--- src/hdl/motor_speed_pid_regulator_defines.svh ---
// Assertion macros shared by the motor speed regulator RTL.
// No dependencies; included by the files that carry assertions.
`ifndef MOTOR_SPEED_PID_REGULATOR_DEFINES_SVH
`define MOTOR_SPEED_PID_REGULATOR_DEFINES_SVH

// Checked on every rising edge, masked while reset is asserted.
`define MSP_ASSERT(lbl, clk, rst_n, prop, msg) \
    lbl: assert property (@(posedge clk) disable iff (!rst_n) prop) \
        else $error(msg);

// Checked on every rising edge, reset included.
`define MSP_ASSERT_ALWAYS(lbl, clk, prop, msg) \
    lbl: assert property (@(posedge clk) prop) else $error(msg);

`endif

--- src/hdl/msp_pkg.sv ---
// Shared types, widths and constants of the motor speed regulator.
// No dependencies; imported by every module of the block.
package msp_pkg;

    localparam int GAIN_W     = 32;
    localparam int PERIOD_W   = 16;
    localparam int TGT_W      = 16;
    localparam int POS_W      = 32;
    localparam int TIME_W     = 32;
    localparam int DUTY_W     = 8;
    localparam int ERR_W      = 32;
    localparam int CFG_IDX_W  = 3;
    localparam int CFG_DATA_W = 32;
    localparam int MUL_W      = 33;
    localparam int PROD_W     = 2 * MUL_W;
    localparam int ACC_W      = PROD_W;
    localparam int DIV_W      = 49;
    localparam int DVS_W      = TIME_W;
    localparam int CNT_W      = $clog2(DIV_W);
    localparam int INTEG_W    = 26;
    localparam int T_W        = 52;
    localparam int FRAC_W     = 16;

    typedef enum logic [1:0] {
        M_COAST = 2'd0,
        M_BRAKE = 2'd1,
        M_SPEED = 2'd2,
        M_HOLD  = 2'd3
    } t_mode;

    typedef enum logic [CFG_IDX_W-1:0] {
        REG_PROP   = 3'd0,
        REG_INTEG  = 3'd1,
        REG_DERIV  = 3'd2,
        REG_FF     = 3'd3,
        REG_PERIOD = 3'd4
    } t_cfg_reg;

    typedef enum logic [2:0] {
        MS_CHANGE = 3'd0,
        MS_INTEG  = 3'd1,
        MS_DERIV  = 3'd2,
        MS_PROP   = 3'd3,
        MS_FF     = 3'd4
    } t_mul_sel;

    localparam logic signed [MUL_W-1:0] SPEED_SCALE = MUL_W'(1000);
    localparam logic signed [ACC_W-1:0] INTEG_LIM   = ACC_W'(255 * 65536);
    localparam logic signed [T_W-1:0]   DRIVE_MAX   = T_W'(255);
    localparam logic signed [T_W-1:0]   DRIVE_MIN   = T_W'(-255);
    localparam logic [DUTY_W-1:0]       DUTY_FULL   = 8'd255;

    typedef struct packed {
        logic     load;
        logic     decide;
        logic     zero_speed;
        logic     mul_en;
        t_mul_sel mul_sel;
        logic     div_start;
        logic     div_deriv;
        logic     speed_load;
        logic     err_load;
        logic     integ_load;
        logic     acc_load;
        logic     acc_add;
        logic     sum;
        logic     finish;
    } t_cmd;

    typedef struct packed {
        logic run;
        logic stopped;
        logic div_done;
        logic out_free;
    } t_stat;

endpackage

--- src/hdl/msp_ctrl.sv ---
// Sequencer of one poll request: decide, measure speed, PID terms, drive sum.
// Depends on msp_pkg; commands msp_dpath and msp_div.
module msp_ctrl (
    input  logic           i_clk,
    input  logic           i_rst_n,
    input  logic           i_in_valid,
    output logic           o_in_ready,
    input  msp_pkg::t_stat i_stat,
    output msp_pkg::t_cmd  o_cmd
);
    import msp_pkg::*;

    typedef enum logic [12:0] {
        S_IDLE   = 13'b0000000000001,
        S_DECIDE = 13'b0000000000010,
        S_DIVS   = 13'b0000000000100,
        S_DIVSW  = 13'b0000000001000,
        S_ERR    = 13'b0000000010000,
        S_MULI   = 13'b0000000100000,
        S_ACCI   = 13'b0000001000000,
        S_DIVD   = 13'b0000010000000,
        S_ACCP   = 13'b0000100000000,
        S_ACCF   = 13'b0001000000000,
        S_DIVDW  = 13'b0010000000000,
        S_SUM    = 13'b0100000000000,
        S_FIN    = 13'b1000000000000
    } t_state;

    t_state r_state, n_state;

    always_comb begin
        n_state = r_state;
        o_cmd   = '0;
        case (r_state)
            S_IDLE: begin
                if (i_in_valid) begin
                    o_cmd.load = 1'b1;
                    n_state    = S_DECIDE;
                end
            end
            S_DECIDE: begin
                o_cmd.decide = 1'b1;
                if (!i_stat.run) begin
                    n_state = S_FIN;
                end else if (i_stat.stopped) begin
                    o_cmd.zero_speed = 1'b1;
                    n_state          = S_ERR;
                end else begin
                    o_cmd.mul_en  = 1'b1;
                    o_cmd.mul_sel = MS_CHANGE;
                    n_state       = S_DIVS;
                end
            end
            S_DIVS: begin
                o_cmd.div_start = 1'b1;
                n_state         = S_DIVSW;
            end
            S_DIVSW: begin
                if (i_stat.div_done) begin
                    o_cmd.speed_load = 1'b1;
                    n_state          = S_ERR;
                end
            end
            S_ERR: begin
                o_cmd.err_load = 1'b1;
                n_state        = S_MULI;
            end
            S_MULI: begin
                o_cmd.mul_en  = 1'b1;
                o_cmd.mul_sel = MS_INTEG;
                n_state       = S_ACCI;
            end
            S_ACCI: begin
                o_cmd.integ_load = 1'b1;
                o_cmd.mul_en     = 1'b1;
                o_cmd.mul_sel    = MS_DERIV;
                n_state          = S_DIVD;
            end
            S_DIVD: begin
                // derivative division runs while the other terms are summed
                o_cmd.div_start = 1'b1;
                o_cmd.div_deriv = 1'b1;
                o_cmd.mul_en    = 1'b1;
                o_cmd.mul_sel   = MS_PROP;
                n_state         = S_ACCP;
            end
            S_ACCP: begin
                o_cmd.acc_load = 1'b1;
                o_cmd.mul_en   = 1'b1;
                o_cmd.mul_sel  = MS_FF;
                n_state        = S_ACCF;
            end
            S_ACCF: begin
                o_cmd.acc_add = 1'b1;
                n_state       = S_DIVDW;
            end
            S_DIVDW: begin
                if (i_stat.div_done) begin
                    n_state = S_SUM;
                end
            end
            S_SUM: begin
                o_cmd.sum = 1'b1;
                n_state   = S_FIN;
            end
            S_FIN: begin
                if (i_stat.out_free) begin
                    o_cmd.finish = 1'b1;
                    n_state      = S_IDLE;
                end
            end
            default: begin
                n_state = S_IDLE;
            end
        endcase
    end

    always_ff @(posedge i_clk) begin
        if (!i_rst_n) begin
            r_state <= S_IDLE;
        end else begin
            r_state <= n_state;
        end
    end

    assign o_in_ready = (r_state == S_IDLE);

endmodule

--- config.mk ---
export PLATFORM = sky130hd
export DESIGN_NAME = msp_ctrl
export DESIGN_NICKNAME = d
export VERILOG_FILES = /design/src/hdl/motor_speed_pid_regulator_defines.svh /design/src/hdl/msp_pkg.sv /design/src/hdl/msp_ctrl.sv
export SDC_FILE = /design/constraint.sdc
export NUM_CORES = 1
export LEC_CHECK = 0
export BUFFER_PORTS_ARGS = -buffer_cell sky130_fd_sc_hd__buf_2
export CAP_MARGIN = 40
export CORE_MARGIN = 8
export CORE_UTILIZATION = 35
export CTS_CLUSTER_DIAMETER = 80
export DETAILED_ROUTE_END_ITERATION = 8
export GPL_ROUTABILITY_DRIVEN = 0
export PLACE_DENSITY = 0.72
export SLEW_MARGIN = 5
export SYNTH_ARGS = -nofsm -noshare
export SYNTH_HDL_FRONTEND = slang
export SYNTH_SLANG_ARGS = --single-unit
export TNS_END_PERCENT = 10
--- constraint.sdc ---
create_clock -name i_clk -period 2.05 [get_ports i_clk]
set_clock_uncertainty 0.05 [all_clocks]
set_input_delay 0 -clock i_clk [delete_from_list [all_inputs] [get_ports i_clk]]
set_output_delay 0 -clock i_clk [all_outputs]
set_load 0.01 [all_outputs]
==> Word level (Yosys, flattened, before mapping) <==
Index checks and enable logic that the tools add are counted.
W data, S select, Z words.
{ "op_classes": {"add_sub_neg": 0, "n_mul": 0, "n_div": 0, "order_cmp": 0, "eq_ne": 17, "n_shift": 0, "mux": 25, "n_bitwise": 0, "n_reduce_logical": 2} }
{ "op_table": {"columns": ["operator", "count"], "rows": [
  ["$pmux W13 S13", 1],
  ["$mux W13", 5],
  ["$pmux W4 S5", 1],
  ["$mux W1", 14],
  ["$eq A13 B1 Y1 const B", 1],
  ["$eq A13 B10 Y1 const B", 1],
  ["$eq A13 B11 Y1 const B", 1],
  ["$eq A13 B12 Y1 const B", 1],
  ["$eq A13 B13 Y1 const B", 1],
  ["$eq A13 B2 Y1 const B", 1],
  ["$eq A13 B3 Y1 const B", 1],
  ["$eq A13 B4 Y1 const B", 1],
  ["$eq A13 B5 Y1 const B", 1],
  ["$eq A13 B6 Y1 const B", 1],
  ["$eq A13 B7 Y1 const B", 1],
  ["$eq A13 B8 Y1 const B", 1],
  ["$eq A13 B9 Y1 const B", 1],
  ["$mux W5", 2],
  ["$ne A2 B2 Y1 const B", 4],
  ["$mux W4", 1],
  ["$reduce_and A4 Y1", 1],
  ["$mux W2", 1],
  ["$reduce_or A2 Y1", 1]
]} }
{ "word_totals": {"regBits": 13, "latch_bits": 0, "ram_bits": 0, "rom_bits": 0, "inputBits": 7, "output_inout_bits": 17, "n_memories": 0} }

==> Logic depth before layout (Yosys ltp) <==
Gate-level depths: netlist of the first run.
{ "logic_depth": {"ltp_word": 3, "depth_mapped": 7, "ltp_nobuf": 5} }

==> Worst setup path before layout of the first run <==
No wires, ideal clock.
{ "synth_timing": {"kind": "register to register", "from": "reg r_state[1]", "to": "reg r_state[0]", "setup_ns": 0.116, "arrival_time_ns": 1.964, "required_time_ns": 1.884, "path_slack_ns": -0.079, "path_stages_with_launch": 7, "cell_sequence": "dfxtp_1 buf_6 or4_4 or4_4 nor3b_4 a21oi_2 a31o_1"} }
{ "synth_via": {"elab_chain_cells": 3, "word_cells_on_any_way": 19, "classes_between": "eq/ne (17); mux (1); reduce/logical (1)"} }
{ "synth_lines": {"columns": ["element", "line", "source"], "rows": [
  ["from (decl)", "msp_ctrl.sv:29", "t_state r_state, n_state;"],
  ["from (signal assigned)", "msp_ctrl.sv:122", "r_state <= n_state;"],
  ["$eq A13 B4 Y1 (tied with other cells)", "msp_ctrl.sv:34", "case (r_state)"],
  ["$ne A2 B2 Y1 (no source line)", null, null],
  ["$reduce_and A4 Y1 (no source line)", null, null]
]} }
Parallel ways exist; a longest one is shown, timed or not.
A chain may end at the register's enable or synchronous reset.

==> impl_results.md, run 1 <==
* Outcome: finished, violations left
* Failing checks: negative setup slack
* CP endpoint kind: primary output
* Ports at 24
* 1st-pass router iterations at 4
* Worst Slack Setup Final at -0.206 ns
* HP Class: primary input to register
* CP Class: register to primary output
* Largest registers: r_state (13)
* Final Hold Viols at 0
* Post-synth top area cell: dfxtp_1
* Net Count, Synth at between 100 and 150
* GRT overflow at 0
* Synth area leaders: dfxtp_1 31%, nor2_1 6.7%, nor3_1 5.3%, nand3b_1 4.5%, or4_4 4.0%
* Fin nets at ~170
* Antenna Nets Post-Route at 0
* Min-Delay Path Depth at 4
* Slew Limit Fails at 0
* # DRC at 0
* Clock Tree Root: clkbuf_4
* Gr usage total at between 10% and 20%
* Data required time of the worst path at ~2.0 ns
* Top reg by flops: r_state
* Initial antenna violation count at 0
* Sequential share of the synthesized area at a little under a third
* I/O Buffers at 23
* Worst slack, placed at -0.0722 ns
* Total Wirelength at between 2000 and 3000 µm
* Setup violators final at 27
* Largest net degree at the start of global routing at 10
* Avg WL per Cell at about 15 µm
* Overall Power at 729 µW
* Worst-path clk slew at 0.08 ns
* Die ar. at approximately 0.0042 mm²
* Syn avg cell area at a little under 8 µm²
* Mapped Cells at 106
* Number of global-route vias before repair at 980
* 1st-iter DRT viols at 15
* Post-route setup TNS at -2.66 ns
* Via/cell ratio at 5.27
* CTS Buffer Depth at 2
* CTS buffer count at 3
* Max FFs per register at 13
* Starting Density at a little under two fifths
* First-pass GRT wire length at approximately 4300 µm
* Synth async-reset ratio at 0%
* Max IR drop VDD at about 0.00052 V
* CORE AREA at around 0.0023 mm²
* Worst-Skew Late Latency at between 0.2 and 0.3 ns
* Fin util at around three fifths
* RSZ-0062 raised after global routing: yes
* # rows at 17
* Max-slew headroom at the worst pin at between 70% and 80%
* Die X at 65.1 µm
* Area Growth Syn to Fin at 60.1%
* Yosys warns at 0
* Die height at roughly 65 µm
* Number of flops mapped to enable cells by yosys at 0
* Register bit total from synthesis at 13
* Final critical-path required period at between 2 and 2.5 ns
* FF-to-FF path depth at 9
* Top cell type's share of synthesized area at roughly 31%
* Fill cells at 211
* Via count at 981
* Post-Syn Area at around 840 µm²
* TritonCTS clock tree: done
* Distinct cells, synth at 38
* # diodes at 0
* Post-DP HPWL at 2000 µm
* Maxcap violations at 0
* Htree depth at 1
* Period Utilization, post-route at 110%
* Clock sinks at 13
* Fmax at 443 MHz
* Primary flip-flop cell chosen by synthesis mapping: dfxtp_1
* Layout cells sized above 1 at about half
* Power density over the cells at ~540 mW/mm²
* Arrival @ worst endpoint at roughly 2.2 ns
* Crit start category: register
* Worst slew pin tran at ~0.31 ns
* Max FO, Critical Path at 3
* Multi-input gate area at 624 µm²
* Sequential cell area at 267 µm²
* Leakage at 0.658 nW
==> through the flow <==
stage                     area (µm²)  instances  hold WS [ns]
final                           1350        186        0.0403
after global routing            1350        186        0.0651
after CTS                       1270        184        0.0217
after detailed placement        1130        175         0.243
after global placement          1130        175         0.235
after floorplan                  845        106        0.0371
==> logic make-up (layout without fill, tap and decap cells) <==
logic type | count (synthesis) | after routing | share of synthesized area [%]
AOI/OAI and AO/OA | 13 | 13 | 12.0
xor gates and xnor gates | 5 | 5 | 5.19
buffers and inverters | 12 | 64 | 6.38
DFF | 13 | 13 | 30.9
and+or+nand+nor | 63 | 63 | 45.6
==> timing repair <==
item / in CTS / in global routing
buffers inserted: 2 / 2
endpoints found under the setup margin: 29 / 29
hold buffers: 3 / 0
endpoints found under the hold margin: 4 / 0
pin swaps: 8 / 9
cloned: 0 / 0
gates resized for setup: 13 / 18
==> cell usage in the layout (no fill, tap or decap), types with 5 or more instances in the layout <==
cell type / instances
buf_4: 22
buf_2: 21
nor2_1: 13
inv_1: 8
dfxtp_1: 8
or4_4: 6
nand2_1: 6
buf_6: 6
nand3b_1: 5
nor3_1: 5
dfxtp_2: 5
==> power by group <==
group	switching, mW	internal, mW	leakage [nW]
sequential	0.00625	0.264	0.107
clock	0.0899	0.0757	0.0150
combinational	0.141	0.151	0.536
==> area by class of cell <==
cell class,count,area share (%)
multi-input cells,81,46.2
well taps,28,2.60
clock buffers,4,1.95
inverters,8,2.22
repair buffers,52,27.2
flip-flops and latches,13,19.7
==> worst max-delay path, stage by stage (launching register included) <==
cell and delay, ns:
dfxtp_2 0.33, or4_4 0.54, buf_4 0.16, buf_6 0.12
nor4_4 0.16, nand3b_1 0.15, buf_4 0.17, inv_1 0.06
and2_1 0.11, buf_2 0.12
==> routing by layer <==
layer  part of all wire, %  global-route usage [%]
met2                    47                    21.7
met4                   3.0                    6.54
met3                   5.8                    4.30
met5                     0                       0
met1                    44                    13.8
==> synthesized netlist by cell type, types with 3 or more instances <==
master / number
or4_1: 3
o21ai_0: 3
nor2b_1: 4
inv_1: 8
xor2_1: 3
or2_2: 3
nor3_1: 9
nor2_1: 15
nand2_1: 6
or4_4: 3
dfxtp_1: 13
nand3b_1: 5
==> final timing paths <==
check / slack, ns / endpoint / start
worst max-delay path: -0.21 / o_cmd[15] / r_state[7]
worst max register to register: -0.10 / r_state[2] / r_state[7]
worst min-delay path: 0.04 / r_state[3] / i_stat[0]
worst min register to register: 0.55 / r_state[11] / r_state[8]
Power figures use the tool's default switching activity.
==> run 2, diff against run 1 <==
- PLACE_DENSITY: 0.72 -> 0.56
- RECOVER_POWER: unset -> 100
- clock period: 2.05 -> 1.92 ns (I/O delays scaled with it)
==> impl_results.md, run 2 (synthesis gave the netlist of run 1 again) <==
* Outcome: finished, violations left
* Failing checks: negative setup slack
* Max-slew headroom at the worst pin at 79.6% (+0.68 points)
* Number of global-route vias before repair at 1,055 (+7.7%)
* Commonest non-fill, non-tap cells in the layout: 29 x buf_4, 21 x buf_2, 14 x nor2_1, 12 x dfxtp_1, 8 x inv_1
* Antenna Nets Post-Route at 0 (unchanged)
* Starting Density at 37.4% (unchanged)
* I/O Buffers at 23 (unchanged)
* Max FO, Critical Path at 4 (+1)
* Die height at 65.1 µm (unchanged)
* Data required time of the worst path at 1.87 ns (-0.13 ns)
* Fin nets at 172 (+3.6%)
* Layout cells sized above 1 at 48.8% (-2.5 points)
* # rows at 17 (unchanged)
* Post-DP HPWL at 2100 µm (+5.1%)
* Final Hold Viols at 0 (unchanged)
* 1st-pass router iterations at 4 (unchanged)
* Max IR drop VDD at 0.000339 V (-35%)
* Power density over the cells at 568 mW/mm² (+5.3%)
* Worst slew pin tran at 0.304 ns (-0.0101 ns)
* HP Class: primary input to register
* # diodes at 0 (unchanged)
* RSZ-0062 raised after global routing: yes
* Clock Tree Root: clkbuf_4
* Initial antenna violation count at 0 (unchanged)
* CP Class: register to primary output
* Htree depth at 1 (unchanged)
* Avg WL per Cell at 14.9 µm (+2.8%)
* GRT overflow at 0 (unchanged)
* Area Growth Syn to Fin at 62.0%
* Most common cell after layout, fill and taps aside: buf_4
* Final critical-path required period at ~2.3 ns
* Crit start category: register
* Leakage at 0.674 nW (+2.3%)
* Fmax at between 400 and 500 MHz
* CTS Buffer Depth at 2 (unchanged)
* GRT busiest layer: met2
* CP endpoint kind: primary output
* Design area at 0.00137 mm² (+1.2%)
* Die X at 65.1 µm (unchanged)
* Setup violators final at 28 (+3.7%)
* Via count at 994 (+1.3%)
* CTS buffer count at 3 (unchanged)
* CORE AREA at 0.00225 mm² (unchanged)
* Ports at 24 (unchanged)
* Met2 Resource Use GR at 23.5% (+1.7 points)
* # DRC at 0 (unchanged)
* Arrival @ worst endpoint at 2.24 ns (+0.03 ns)
* 1st-iter DRT viols at 23 (+8)
* Worst-Skew Late Latency at 0.28 ns (about the same)
* Largest net degree at the start of global routing at 10 (unchanged)
* Fin util at 60.6% (+0.72 points)
* TritonCTS clock tree: done
* First-pass GRT wire length at 4560 µm (+6.8%)
* Slew Limit Fails at 0 (unchanged)
* Period Utilization, post-route at 119%
* Worst-path clk slew at 0.09 ns (about the same)
* Via/cell ratio at 5.18 (-1.8%)
* Total Wirelength at 2870 µm (+6.1%)
* Max FFs per register at 13 (unchanged)
* Gr usage total at 13.5% (+0.74 points)
* GRT met3 Usage at 3.78% (-0.52 points)
* Top reg by flops: r_state
* Met1 Resource Use GR at 14.3% (+0.50 points)
* Clock sinks at 13 (unchanged)
* Die ar. at 0.00424 mm² (unchanged)
* Maxcap violations at 0 (unchanged)
* Placed inst area at 0.00119 mm² (+4.6%)
* Largest registers: r_state (13)
* Worst Slack Setup Final at -0.374 ns (-0.168 ns)
## run 2: cell types whose count changed in the layout (fill, tap and decap cells not counted), moves of 2 or more
cell / previous run / this run
dfxtp_2: 5 / 1
dfxtp_1: 8 / 12
buf_6: 6 / 4
buf_4: 22 / 29
## run 2: per-layer routing
metal	vias up	part of all wire, %
met5	-	0
met4	0	2.3
met3	8	5.5
met2	29	50
met1	462	42
li1	495	-
## run 2: final cells by class
type / instances / area, µm²
clock buffers: 4 / 26.3
fillers: 210 / 888
inverters: 8 / 30.0
multi-input cells: 81 / 611
flip-flops and latches: 13 / 262
well taps: 28 / 35.0
repair buffers: 58 / 403
## run 2: worst max-delay path: stages, from the launching register on
cell,delay (ns)
dfxtp_2,0.33
or4_4,0.56
buf_6,0.14
or4_4,0.45
nor2_4,0.12
nand3b_1,0.14
nand2_1,0.09
buf_2,0.12
## run 2: metrics by stage
stage	worst slack [ns]	power (mW)	hold WS, ns	TNS, ns	cells
floorplan	-0.165	0.438	0.0371	-1.27	106
global placement	-0.170	0.545	0.236	-2.50	182
detailed placement	-0.187	0.548	0.233	-2.71	182
CTS	-0.388	0.770	0.0410	-5.91	191
global route	-0.450	0.814	0.0875	-7.69	192
finish	-0.374	0.777	0.0679	-5.84	192
## run 2: where the power goes
part	internal, mW	switching (mW)
Clock	0.0806	0.0947
Sequential	0.282	0.00627
Combinational	0.163	0.150
Total	0.526	0.251
## run 2: final timing paths
kind / slack (ns) / from / depth (start not counted) / end
setup / recovery: -0.37 / r_state[0] / 7 / o_cmd[10]
hold / removal: 0.07 / i_stat[0] / 4 / r_state[3]
setup reg to reg: -0.29 / r_state[0] / 8 / r_state[8]
hold reg to reg: 0.59 / r_state[3] / 3 / r_state[3]
## run 2: repair_timing
| item | 4_1_cts | 5_1_grt |
|---|---|---|
| gates resized for setup | 15 | 5 |
| buffers inserted | 2 | 1 |
| pin swaps | 11 | 5 |
| hold buffers | 3 | 0 |
| endpoints found under the hold margin | 4 | 0 |
| setup endpoints to repair | 29 | 29 |
