===== src/hdl/motor_speed_pid_regulator_defines.svh =====
// Assertion macros shared by the motor speed regulator RTL.
// No dependencies; included by the files that carry assertions.
`ifndef MOTOR_SPEED_PID_REGULATOR_DEFINES_SVH
`define MOTOR_SPEED_PID_REGULATOR_DEFINES_SVH

// Checked on every rising edge, masked while reset is asserted.
`define MSP_ASSERT(lbl, clk, rst_n, prop, msg) \
    lbl: assert property (@(posedge clk) disable iff (!rst_n) prop) \
        else $error(msg);

// Checked on every rising edge, reset included.
`define MSP_ASSERT_ALWAYS(lbl, clk, prop, msg) \
    lbl: assert property (@(posedge clk) prop) else $error(msg);

`endif


===== src/hdl/msp_pkg.sv =====
// Shared types, widths and constants of the motor speed regulator.
// No dependencies; imported by every module of the block.
package msp_pkg;

    localparam int GAIN_W     = 32;
    localparam int PERIOD_W   = 16;
    localparam int TGT_W      = 16;
    localparam int POS_W      = 32;
    localparam int TIME_W     = 32;
    localparam int DUTY_W     = 8;
    localparam int ERR_W      = 32;
    localparam int CFG_IDX_W  = 3;
    localparam int CFG_DATA_W = 32;
    localparam int MUL_W      = 33;
    localparam int PROD_W     = 2 * MUL_W;
    localparam int ACC_W      = PROD_W;
    localparam int DIV_W      = 49;
    localparam int DVS_W      = TIME_W;
    localparam int CNT_W      = $clog2(DIV_W);
    localparam int INTEG_W    = 26;
    localparam int T_W        = 52;
    localparam int FRAC_W     = 16;

    typedef enum logic [1:0] {
        M_COAST = 2'd0,
        M_BRAKE = 2'd1,
        M_SPEED = 2'd2,
        M_HOLD  = 2'd3
    } t_mode;

    typedef enum logic [CFG_IDX_W-1:0] {
        REG_PROP   = 3'd0,
        REG_INTEG  = 3'd1,
        REG_DERIV  = 3'd2,
        REG_FF     = 3'd3,
        REG_PERIOD = 3'd4
    } t_cfg_reg;

    typedef enum logic [2:0] {
        MS_CHANGE = 3'd0,
        MS_INTEG  = 3'd1,
        MS_DERIV  = 3'd2,
        MS_PROP   = 3'd3,
        MS_FF     = 3'd4
    } t_mul_sel;

    localparam logic signed [MUL_W-1:0] SPEED_SCALE = MUL_W'(1000);
    localparam logic signed [ACC_W-1:0] INTEG_LIM   = ACC_W'(255 * 65536);
    localparam logic signed [T_W-1:0]   DRIVE_MAX   = T_W'(255);
    localparam logic signed [T_W-1:0]   DRIVE_MIN   = T_W'(-255);
    localparam logic [DUTY_W-1:0]       DUTY_FULL   = 8'd255;

    typedef struct packed {
        logic     load;
        logic     decide;
        logic     zero_speed;
        logic     mul_en;
        t_mul_sel mul_sel;
        logic     div_start;
        logic     div_deriv;
        logic     speed_load;
        logic     err_load;
        logic     integ_load;
        logic     acc_load;
        logic     acc_add;
        logic     sum;
        logic     finish;
    } t_cmd;

    typedef struct packed {
        logic run;
        logic stopped;
        logic div_done;
        logic out_free;
    } t_stat;

endpackage


===== src/hdl/msp_div.sv =====
// Restoring unsigned divider, one quotient bit per cycle.
// Depends on msp_pkg and the assertion macro header.
`include "motor_speed_pid_regulator_defines.svh"
module msp_div (
    input  logic                        i_clk,
    input  logic                        i_rst_n,
    input  logic                        i_start,
    input  logic [msp_pkg::DIV_W-1:0]   i_dividend,
    input  logic [msp_pkg::DVS_W-1:0]   i_divisor,
    output logic [msp_pkg::DIV_W-1:0]   o_quot,
    output logic                        o_done
);
    import msp_pkg::*;

    logic [DVS_W-1:0] r_rem;
    logic [DIV_W-1:0] r_quo;
    logic [DVS_W-1:0] r_dvs;
    logic [CNT_W-1:0] r_cnt;
    logic             r_busy;
    logic             r_done;
    logic [DVS_W:0]   w_trial;
    logic             w_fits;

    assign w_trial = {r_rem, r_quo[DIV_W-1]};
    assign w_fits  = (w_trial >= {1'b0, r_dvs});

    always_ff @(posedge i_clk) begin
        if (!i_rst_n) begin
            r_busy <= 1'b0;
            r_done <= 1'b0;
        end else if (i_start) begin
            r_busy <= 1'b1;
            r_done <= 1'b0;
        end else if (r_busy) begin
            if (r_cnt == '0) begin
                r_busy <= 1'b0;
                r_done <= 1'b1;
            end
        end
    end

    always_ff @(posedge i_clk) begin
        if (i_start) begin
            r_rem <= '0;
            r_quo <= i_dividend;
            r_dvs <= i_divisor;
            r_cnt <= CNT_W'(DIV_W - 1);
        end else if (r_busy) begin
            r_rem <= w_fits ? DVS_W'(w_trial - {1'b0, r_dvs}) : w_trial[DVS_W-1:0];
            r_quo <= {r_quo[DIV_W-2:0], w_fits};
            r_cnt <= r_cnt - 1'b1;
        end
    end

    assign o_quot = r_quo;
    assign o_done = r_done;

    `MSP_ASSERT(a_start_restarts, i_clk, i_rst_n, i_start |=> (r_busy && !o_done), "divider did not restart")
    `MSP_ASSERT(a_done_after_last, i_clk, i_rst_n, $rose(o_done) |-> ($past(r_busy) && $past(r_cnt == '0)), "divider done early")
    `MSP_ASSERT(a_busy_done_excl, i_clk, i_rst_n, !(r_busy && r_done), "divider busy and done together")

endmodule


===== config.mk =====
export PLATFORM = sky130hd
export DESIGN_NAME = msp_div
export DESIGN_NICKNAME = d
export VERILOG_FILES = /design/src/hdl/msp_pkg.sv /design/src/hdl/msp_div.sv
export VERILOG_INCLUDE_DIRS = /design/src /design/src/hdl
export SDC_FILE = /design/constraint.sdc
export NUM_CORES = 1
export LEC_CHECK = 0
export ABC_AREA = 1
export BUFFER_PORTS_ARGS = -buffer_cell sky130_fd_sc_hd__clkbuf_2
export CAP_MARGIN = 20
export CORE_MARGIN = 1.5
export CORE_UTILIZATION = 61
export DETAILED_ROUTE_END_ITERATION = 16
export GPL_ROUTABILITY_DRIVEN = 0
export PLACE_DENSITY = 0.86
export REMOVE_ABC_BUFFERS = 1
export SLEW_MARGIN = 20
export SYNTH_ARGS = -nofsm -noshare
export SYNTH_HDL_FRONTEND = slang
export SYNTH_SLANG_ARGS = --single-unit

===== constraint.sdc =====
create_clock -name i_clk -period 5.7 [get_ports i_clk]
set_input_delay 0.855 -clock i_clk [delete_from_list [all_inputs] [get_ports i_clk]]
set_output_delay 0.855 -clock i_clk [all_outputs]
set_load 0.1 [all_outputs]

# After elaboration in Yosys (flattened, before gate mapping)
# Cells that the tools add are included.
dict set report classes {
  n_addsub 2
  magnitude_cmp 1
  mux 6
  bitwise 1
  reduce_logical 4
}
# cell n
set ops {}
lappend ops {{49-bit two-way mux} 2}
lappend ops {{33-bit by 32-bit >= comparator with 1-bit output} 1}
lappend ops {{32-bit two-way mux} 1}
lappend ops {{32-bit subtractor} 1}
lappend ops {{6-bit logical NOT} 1}
lappend ops {{6-bit by 1-bit subtractor with 6-bit output, second input constant} 1}
lappend ops {{1-bit two-way mux} 3}
lappend ops {{2-bit AND reduction} 1}
lappend ops {{2-bit nonzero test} 1}
lappend ops {{2-bit OR reduction} 1}
lappend ops {{1-bit NOT} 1}
dict set report totals {
  regBits 121
  input_bits 84
  wordCells 20
}

# Depth between registers and ports, before layout
# Gate-level depths: netlist of the first run.
dict set report logic_depth {
  word_depth 4
  ltp_mapped 17
  mapped_depth_nobuf 16
}

# Worst setup path after synthesis of the first run
# Ideal clock, no wire load.
dict set report synth_path {
  kind {input -> register}
  startpoint {in i_start}
  endpoint {reg r_quo[0] (netlist: o_quot[0]), enable pin}
  arrival_time_ps 2562
  required_time_ps 5267
  slack_ps 2705
  path_stages 3
  path_buffers 1
  path_cell_list {nor2_1 -> inv_1 -> clkbuf_1}
}
dict set report synth_via {
  elab_chain_len 1
}
# element line
set synth_lines {}
lappend synth_lines {{from (decl)} msp_div.sv:7} ;# input logic i_start,
lappend synth_lines {{2-bit nonzero test (no source line)} --}
lappend synth_lines {{to (signal assigned)} msp_div.sv:45} ;# r_quo <= i_dividend;
lappend synth_lines {{to (signal assigned)} msp_div.sv:50} ;# r_quo <= {r_quo[DIV_W-2:0], w_fits};
lappend synth_lines {{to (decl)} msp_div.sv:16} ;# logic [DIV_W-1:0] r_quo;
# Every way passes these cells.
# A chain may end at the register's enable or synchronous reset.

# Worst setup path after layout of the first run
dict set report layout_path {
  startpoint {reg r_dvs[21]}
  endpoint {reg r_rem[0]}
}
dict set report layout_via {
  elab_chain_len 2
}
# element line
set layout_lines {}
lappend layout_lines {{from (decl)} msp_div.sv:17} ;# logic [DVS_W-1:0] r_dvs;
lappend layout_lines {{from (signal assigned)} msp_div.sv:46} ;# r_dvs <= i_divisor;
lappend layout_lines {{33-bit by 32-bit >= comparator with 1-bit output} msp_div.sv:25} ;# assign w_fits = (w_trial >= {1'b0, r_dvs});
lappend layout_lines {{32-bit two-way mux} msp_div.sv:49} ;# r_rem <= w_fits ? DVS_W'(w_trial - {1'b0, r_dvs}) : w_trial[DVS_W-1:0];
lappend layout_lines {{to (signal assigned)} msp_div.sv:49}
lappend layout_lines {{to (decl)} msp_div.sv:15} ;# logic [DVS_W-1:0] r_rem;
# Every way passes these cells.

==> run metrics, run 1 <==
Tot GR Track Use=0.322; switching pwr=0.872 mW; first-pass GRT wire length=33.0 mm; clock share of power=0.431; Via density=5.25; min Tclk post-route=3.03 ns; Lkg Pwr=4.93 nW; largest net degree at the start of global routing=57; Gate power share=0.192; Netlist Area Pre-Place=7640 sq um; critical path class=flop to flop; Setup Fix Bufs, Post-CTS=0; Worst Reg-to-Reg Cells=11; layout cell share with drive strength beyond 1=0.166; worst hold path type=flop to flop; vias=roughly 7300; Starting DRT DRC Count=634; Setup crit end kind=flop; row cnt=40; Max-Cap Viols=0; Routed Antenna Nets=0; Max Fclk=330 MHz; final WL=19.9 mm; CP max stage delay=between 0.5 and 0.6 ns; Critical R2R Launch=r_dvs[21]$_DFFE_PP_; Int Pwr=1.89 mW; Tightest Pin Transition=0.910 ns; leading area contributor after synthesis=edfxtp_1; DRC violations left=0; worst path cell trace=inv_1, ha_1, nand2_1, nor2_2, nand2_1, nor4_2, nand2_2, nand2_4, nand2_1, nand3_1, o21ai_0; # hold bufs at CTS=0; reg2reg end=r_rem[0]$_SDFFE_PP0P_; WL/cell=14.3 um; RSZ-0062 raised after global routing=false; worst hold start=r_rem[28]$_SDFFE_PP0P_; die span in x=between 100 and 150 um; Post-CTS Resized=0; fin crit share=0.532; Synth Instances=1075; Critical Path AT=3.31 ns; die height=115 um; Final Power=2.76 mW; ys flop type=edfxtp_1; Yosys cell types=37; final std cells w/o fill=roughly 1400; Critical Path Start Type=flop; Final setup viols=0; top cells by count, synth=461 x nand2_1, 185 x inv_1, 81 x edfxtp_1; initial antenna violation count=0; die area=around 13000 sq um; Layout Skew=roughly 0.012 ns; post-synth top area share=0.318; # placed instances=1355; sequential area share after synthesis=0.423; crit path max fanout=34; Mean Syn Cell Area=7.11 sq um; H-Tree Depth=4; Area Growth Syn to Fin=18.6%; Clock Tree Buf Depth=2; maximum VDD drop=0.464 mV; CTS tree=built; Power Density=slightly above 300 nW/um^2; Setup TNS Final=0 ns; clock transition at the registers of the reported paths=0.06 ns; Worst slew margin=0.392; Yosys warning count=0; drt pass-1 iters=5; Hold Violations, Final=0; I/O pin total=between 100 and 150; number of synthesized flops with an enable pin=approximately 80; FF+latch count, synth=between 100 and 150; vias in the first global route=7163; Initial Utilization=0.631; Clock Latency Late Sink=0.42 ns; Synth area leaders=edfxtp_1 32%, nand2_1 23%, dfxtp_1 10%, inv_1 9.1%, ha_1 5.6%; n_diodes=0; WHS Endpoint=r_rem[28]$_SDFFE_PP0P_; CP most frequent cell=nand2_1; core area=12100 sq um; Flop pwr share=0.377; outcome=complete, no violations; TritonCTS Buffers=17; Async SR Flop Fraction=0; Slowest cell on crit path=nand2_4; TritonCTS Sinks=121; Cells on Worst Hold Path=2; Worst Path Required=5.98 ns; clk root buf=clkbuf_16; IO Port Bufs=133; top-count cell post-synth=nand2_1; nets=1325; reg2reg setup slack=2.67 ns; switching portion of total power=0.316; DP HPWL=13.6 mm; grt ovf=0; Pins Over Slew Limit=0
[worst max-delay path by stage]
| stage | from | to | slack (ns) | cells after the start |
|---|---|---|---|---|
| 5_1_grt | r_dvs[21]$_DFFE_PP_ | r_rem[7]$_SDFFE_PP0P_ | 2.50 | 11 |
| 6_report | r_dvs[21]$_DFFE_PP_ | r_rem[0]$_SDFFE_PP0P_ | 2.67 | 11 |
| 4_1_cts | r_rem[22]$_SDFFE_PP0P_ | r_rem[23]$_SDFFE_PP0P_ | 2.79 | 12 |
| 3_5_place_dp | i_start | o_quot[24]$_DFFE_PP_ | 2.83 | 5 |
| 2_1_floorplan | i_start | o_quot[0]$_DFFE_PP_ | 2.71 | 2 |
| 3_3_place_gp | r_dvs[21]$_DFFE_PP_ | r_rem[1]$_SDFFE_PP0P_ | 2.88 | 11 |
[flip-flops by register name, indices dropped and copies added, names as in the netlist]
register	cells
o_quot	49
r_dvs	32
r_rem	32
r_cnt	6
o_done	1
r_busy	1
[worst max-delay path: cells and delay by family (launching register included)]
kind | cells | cell delay, ns
AOI/OAI and AO/OA | 1 | 0.08
adders and majority gates | 1 | 0.39
buffers and inverters | 1 | 0.05
DFF | 1 | 0.32
and+or+nand+nor | 8 | 2.05
[power by group through the flow]
stage          combinational [mW]  sequential [mW]  clock, mW
4_1_cts                     0.528             1.04       1.19
6_report                    0.530             1.04       1.19
5_1_grt                     0.561             1.05       1.24
3_5_place_dp                0.522             1.06          0
2_1_floorplan               0.146             1.31          0
3_3_place_gp                0.515             1.06          0
[routing by layer]
layer	GRT usage	vias up	routed length (um)
met5	0	-	0
met4	0.164	0	777
met3	0.0886	57	1800
met2	0.546	375	9500
met1	0.377	3255	7800
li1	-	3596	-
[stage by stage]
step / area, sq um / hold slack [ns] / util / worst slack (ns)
6_report: 9060 / 0.473 / 0.748 / 2.67
4_1_cts: 9060 / 0.474 / 0.748 / 2.79
2_1_floorplan: 7490 / 0.443 / - / 2.71
3_5_place_dp: 8410 / 0.458 / 0.694 / 2.83
5_1_grt: 9060 / 0.487 / 0.748 / 2.50
3_3_place_gp: 8410 / 0.458 / 0.694 / 2.88
[cells by family after synthesis]
| family | count (synthesis) | synth area share |
|---|---|---|
| AOI/OAI and AO/OA | 48 | 0.0344 |
| xor gates and xnor gates | 14 | 0.0161 |
| adders and majority gates | 35 | 0.0583 |
| buffers and inverters | 215 | 0.113 |
| DFF | 121 | 0.423 |
| and+or+nand+nor | 642 | 0.356 |
[placed cells by master, fill, tap and decap left out, drive strengths merged, types with 14 or more instances in the layout]
master / instances
nand2: 469
inv: 190
nand3: 85
a21oi: 23
edfxtp: 81
ha: 34
clkbuf: 150
nand3b: 14
nor2: 58
o21ai: 18
dfxtp: 40
[cell type report]
| cell class | count | area [sq um] |
|---|---|---|
| clock buffers | 18 | 429 |
| repair buffers | 138 | 706 |
| inverters | 189 | 709 |
| flip-flops and latches | 121 | 3230 |
| fillers | 861 | 3050 |
| clock inverters | 14 | 220 |
| well taps | 168 | 210 |
| multi-input cells | 739 | 3550 |
Note: power is estimated with default switching activity, not from simulation.
==> inputs of run 2 (changes only) <==
--- a/config.mk
+++ b/config.mk
@@ -6,14 +6,14 @@
 export SDC_FILE = /design/constraint.sdc
 export NUM_CORES = 1
 export LEC_CHECK = 0
-export ABC_AREA = 1
+export ABC_AREA = 0
 export BUFFER_PORTS_ARGS = -buffer_cell sky130_fd_sc_hd__clkbuf_2
 export CAP_MARGIN = 20
 export CORE_MARGIN = 1.5
-export CORE_UTILIZATION = 61
+export CORE_UTILIZATION = 55
 export DETAILED_ROUTE_END_ITERATION = 16
 export GPL_ROUTABILITY_DRIVEN = 0
-export PLACE_DENSITY = 0.86
+export PLACE_DENSITY = 0.8
 export REMOVE_ABC_BUFFERS = 1
 export SLEW_MARGIN = 20
 export SYNTH_ARGS = -nofsm -noshare
==> constraint.sdc (replaced) <==
create_clock -name i_clk -period 2.9 [get_ports i_clk]
set_input_delay 0.435 -clock i_clk [delete_from_list [all_inputs] [get_ports i_clk]]
set_output_delay 0.435 -clock i_clk [all_outputs]
set_load 0.1 [all_outputs]
==> run 2 against run 1 <==
Compared with the run above:
- critical path depth is the same
- sequential share of layout area grew 4.0 points
- cell count shrank 35%
- total power grew 110%
- global-route usage shrank 6.7 points
- hold slack lost 0.29 ns
- synthesized cell count shrank 44%
- count of clock-buffer cells in the layout is the same
- largest cell class is now flip-flops and latches
- largest power group is now sequential cells
==> run metrics, run 2 <==
WL/cell=17.0 um (was 14.3 um); # hold bufs at CTS=0 (unchanged); Max Fclk=352 MHz (was 330 MHz); die span in x=111 um (was 115 um); Flop pwr share=0.373 (was 0.377); Hold Violations, Final=0 (unchanged); clk root buf=clkbuf_16 (unchanged); switching portion of total power=0.338 (was 0.316); max reg flops=49 (unchanged); reg2reg setup slack=0.06 ns (was 2.67 ns); I/O pin total=134 (unchanged); min Tclk post-route=2.84 ns (was 3.03 ns); switching pwr=1.92 mW (was 0.872 mW); critical path class=flop to flop (unchanged); design area=8140 sq um (was 9060 sq um); Starting DRT DRC Count=321 (was 634); die area=12300 sq um (was 13200 sq um); nets=873 (was 1325); # fillers=807 (was 861); n_diodes=0 (unchanged); Synth Instances=598 (was 1075); worst hold start=i_divisor[23] (was r_rem[28]$_SDFFE_PP0P_); commonest non-fill, non-tap cells in the layout=132 x clkbuf_2, 81 x edfxtp_1, 59 x nand2_1 (was 461 x nand2_1, 184 x inv_1, 132 x clkbuf_2); Tot GR Track Use=0.256 (was 0.322); drt pass-1 iters=5 (unchanged); leading area contributor after synthesis=edfxtp_1 (unchanged); RSZ-0062 raised after global routing=true (was false); maximum VDD drop=0.889 mV (was 0.464 mV); die height=111 um (was 115 um); Max-Cap Viols=0 (unchanged); Lkg Pwr=3.43 nW (was 4.93 nW); Via density=5.71 (was 5.25); core area=11400 sq um (was 12100 sq um); largest net degree at the start of global routing=69 (was 57); Pins Over Slew Limit=0 (unchanged); Cells on Worst Hold Path=1 (was 2); Gate power share=0.273 (was 0.192); Critical R2R Launch=r_dvs[1]$_DFFE_PP_ (was r_dvs[21]$_DFFE_PP_); GR peak layer=met2 (unchanged); Layout Skew=0.0118 ns (was 0.0117 ns); fin util=0.712 (was 0.748); Final setup viols=0 (unchanged); first-pass GRT wire length=25.0 mm (was 33.0 mm); WHS Endpoint=r_dvs[23]$_DFFE_PP_ (was r_rem[28]$_SDFFE_PP0P_); ys flop type=edfxtp_1 (unchanged); multi-input logic area=3090 sq um (was 3550 sq um); final WL=15.4 mm (was 19.9 mm); Yosys cell types=54 (was 37); crit path max fanout=6 (was 34); Tightest Pin Transition=0.681 ns (was 0.910 ns); vias in the first global route=5370 (was 7163); sequential cell area=3230 sq um (unchanged); Netlist Area Pre-Place=6420 sq um (was 7640 sq um); Power Density=698 nW/um^2 (was 305 nW/um^2); CTS tree=built (unchanged); Area Growth Syn to Fin=26.7% (was 18.6%); DRC violations left=0 (unchanged); TritonCTS Buffers=17 (unchanged); post-synth top area share=0.379 (was 0.318); Clock Tree Buf Depth=2 (unchanged); Setup crit end kind=flop (unchanged); clock share of power=0.354 (was 0.431); met1 Usage GRT=0.292 (was 0.377); FF+latch count, synth=121 (unchanged); outcome=complete, no violations (unchanged); fin crit share=0.980 (was 0.532); sequential area share after synthesis=0.503 (was 0.423); Initial Utilization=0.562 (was 0.631); row cnt=39 (was 40); worst hold path type=input port to flop (was flop to flop); TritonCTS Sinks=121 (unchanged); Worst Path Required=3.23 ns (was 5.98 ns); Critical Path Start Type=flop (unchanged); clock transition at the registers of the reported paths=0.06 ns (about the same); Mean Syn Cell Area=10.7 sq um (was 7.11 sq um); Async SR Flop Fraction=0 (unchanged); Synth area leaders=edfxtp_1 38%, dfxtp_1 12%, mux2_2 8.8%, ha_1 6.6%, nand2_1 3.5% (was edfxtp_1 32%, nand2_1 23%, dfxtp_1 10%, inv_1 9.1%, ha_1 5.6%); GR Util met2=0.440 (was 0.546); Hold Slack=0.182 ns (was 0.473 ns); vias=5182 (was 7283); Area after DPL=7370 sq um (was 8410 sq um); DP HPWL=11.0 mm (was 13.6 mm); grt ovf=0 (unchanged); layout cell share with drive strength beyond 1=0.358 (was 0.166); IO Port Bufs=133 (unchanged); most common cell after layout, fill and taps aside=clkbuf_2 (was nand2_1); grt met3 use=0.0864 (was 0.0886); Yosys warning count=0 (unchanged); Int Pwr=3.76 mW (was 1.89 mW); top cells by count, synth=81 x edfxtp_1, 60 x nand2_1, 50 x mux2_2 (was 461 x nand2_1, 185 x inv_1, 81 x edfxtp_1); top-count cell post-synth=edfxtp_1 (was nand2_1); Worst slew margin=0.545 (was 0.392); reg2reg end=r_rem[7]$_SDFFE_PP0P_ (was r_rem[0]$_SDFFE_PP0P_); number of synthesized flops with an enable pin=81 (unchanged); Critical Path AT=3.17 ns (was 3.31 ns); H-Tree Depth=4 (unchanged); Setup TNS Final=0 ns (unchanged); Clock Latency Late Sink=0.42 ns (about the same); Worst Reg-to-Reg Cells=11 (unchanged); initial antenna violation count=0 (unchanged); Routed Antenna Nets=0 (unchanged)
-- run 2: cell types whose count changed after synthesis, moves of 8 or more --
cell and delta:
a211oi_1 +9, a21oi_1 +17, a311oi_1 +18, inv_1 -144
mux2_2 +50, nand2_1 -401, nand2b_1 +9, nand3_1 -67
nand3_2 -8, nand3b_1 -11, o21ai_0 +20, o21ai_1 -10
xnor2_1 +8
-- run 2: repair_timing --
item	4_1_cts	5_1_grt
endpoints found under the hold margin	0	0
pin swaps	3	3
gates resized for setup	8	31
buffers inserted	2	1
setup endpoints to repair	9	32
-- run 2: power groups by stage --
| stage | Combinational, mW | Clock (mW) | Sequential (mW) |
|---|---|---|---|
| finish | 1.55 | 2.01 | 2.12 |
| CTS | 1.49 | 2.04 | 2.12 |
| global placement | 1.43 | 0 | 2.14 |
| global route | 1.65 | 2.11 | 2.14 |
| detailed placement | 1.46 | 0 | 2.15 |
| floorplan | 0.582 | 0 | 2.66 |
-- run 2: logic make-up after synthesis --
group,count (synthesis),synth area share
xor gates and xnor gates,29,0.0395
AOI/OAI and AO/OA,136,0.140
DFF,121,0.503
muxes,53,0.0923
buffers and inverters,66,0.0419
adders and majority gates,35,0.0694
and+or+nand+nor,158,0.114
-- run 2: worst max-delay path, stage by stage, from the launching register on --
cell,delay [ns]
edfxtp_1,0.37
inv_2,0.07
ha_4,0.29
nand2b_4,0.07
a211oi_4,0.22
o21a_2,0.17
a211o_4,0.15
a21oi_4,0.06
or4b_4,0.54
and2_4,0.19
or3_1,0.37
a311oi_2,0.25
-- run 2: layer usage --
layer	wire [um]	part of all wire	vias to the layer above
met4	332	0.022	0
met3	1180	0.077	33
met1	6060	0.39	2425
met2	7850	0.51	225
li1	-	-	2499
met5	0	0	-
-- run 2: area by class of cell --
cell class,count,share of cell area
flip-flops and latches,121,0.397
repair buffers,162,0.113
well taps,143,0.0220
clock inverters,12,0.0160
inverters,41,0.0189
clock buffers,18,0.0528
multi-input cells,411,0.380
-- run 2: how the worst max path moves through the flow --
stage	startpoint	endpoint	depth (start not counted)
2_1_floorplan	o_quot[48]$_DFFE_PP_	r_rem[17]$_SDFFE_PP0P_	11
3_3_place_gp	r_dvs[18]$_DFFE_PP_	r_rem[7]$_SDFFE_PP0P_	12
3_5_place_dp	r_dvs[1]$_DFFE_PP_	r_rem[7]$_SDFFE_PP0P_	11
4_1_cts	r_dvs[18]$_DFFE_PP_	r_rem[7]$_SDFFE_PP0P_	12
5_1_grt	o_quot[48]$_DFFE_PP_	r_rem[7]$_SDFFE_PP0P_	11
6_report	r_dvs[1]$_DFFE_PP_	r_rem[7]$_SDFFE_PP0P_	11
-- run 2: stage by stage --
step | worst slack [ns] | total power, mW | cells
final | 0.0586 | 5.68 | 908
after CTS | -0.000422 | 5.65 | 907
after detailed placement | -0.0843 | 3.61 | 875
after global placement | 0.0719 | 3.57 | 875
after global routing | -0.0434 | 5.90 | 908
after floorplan | -0.665 | 3.24 | 573
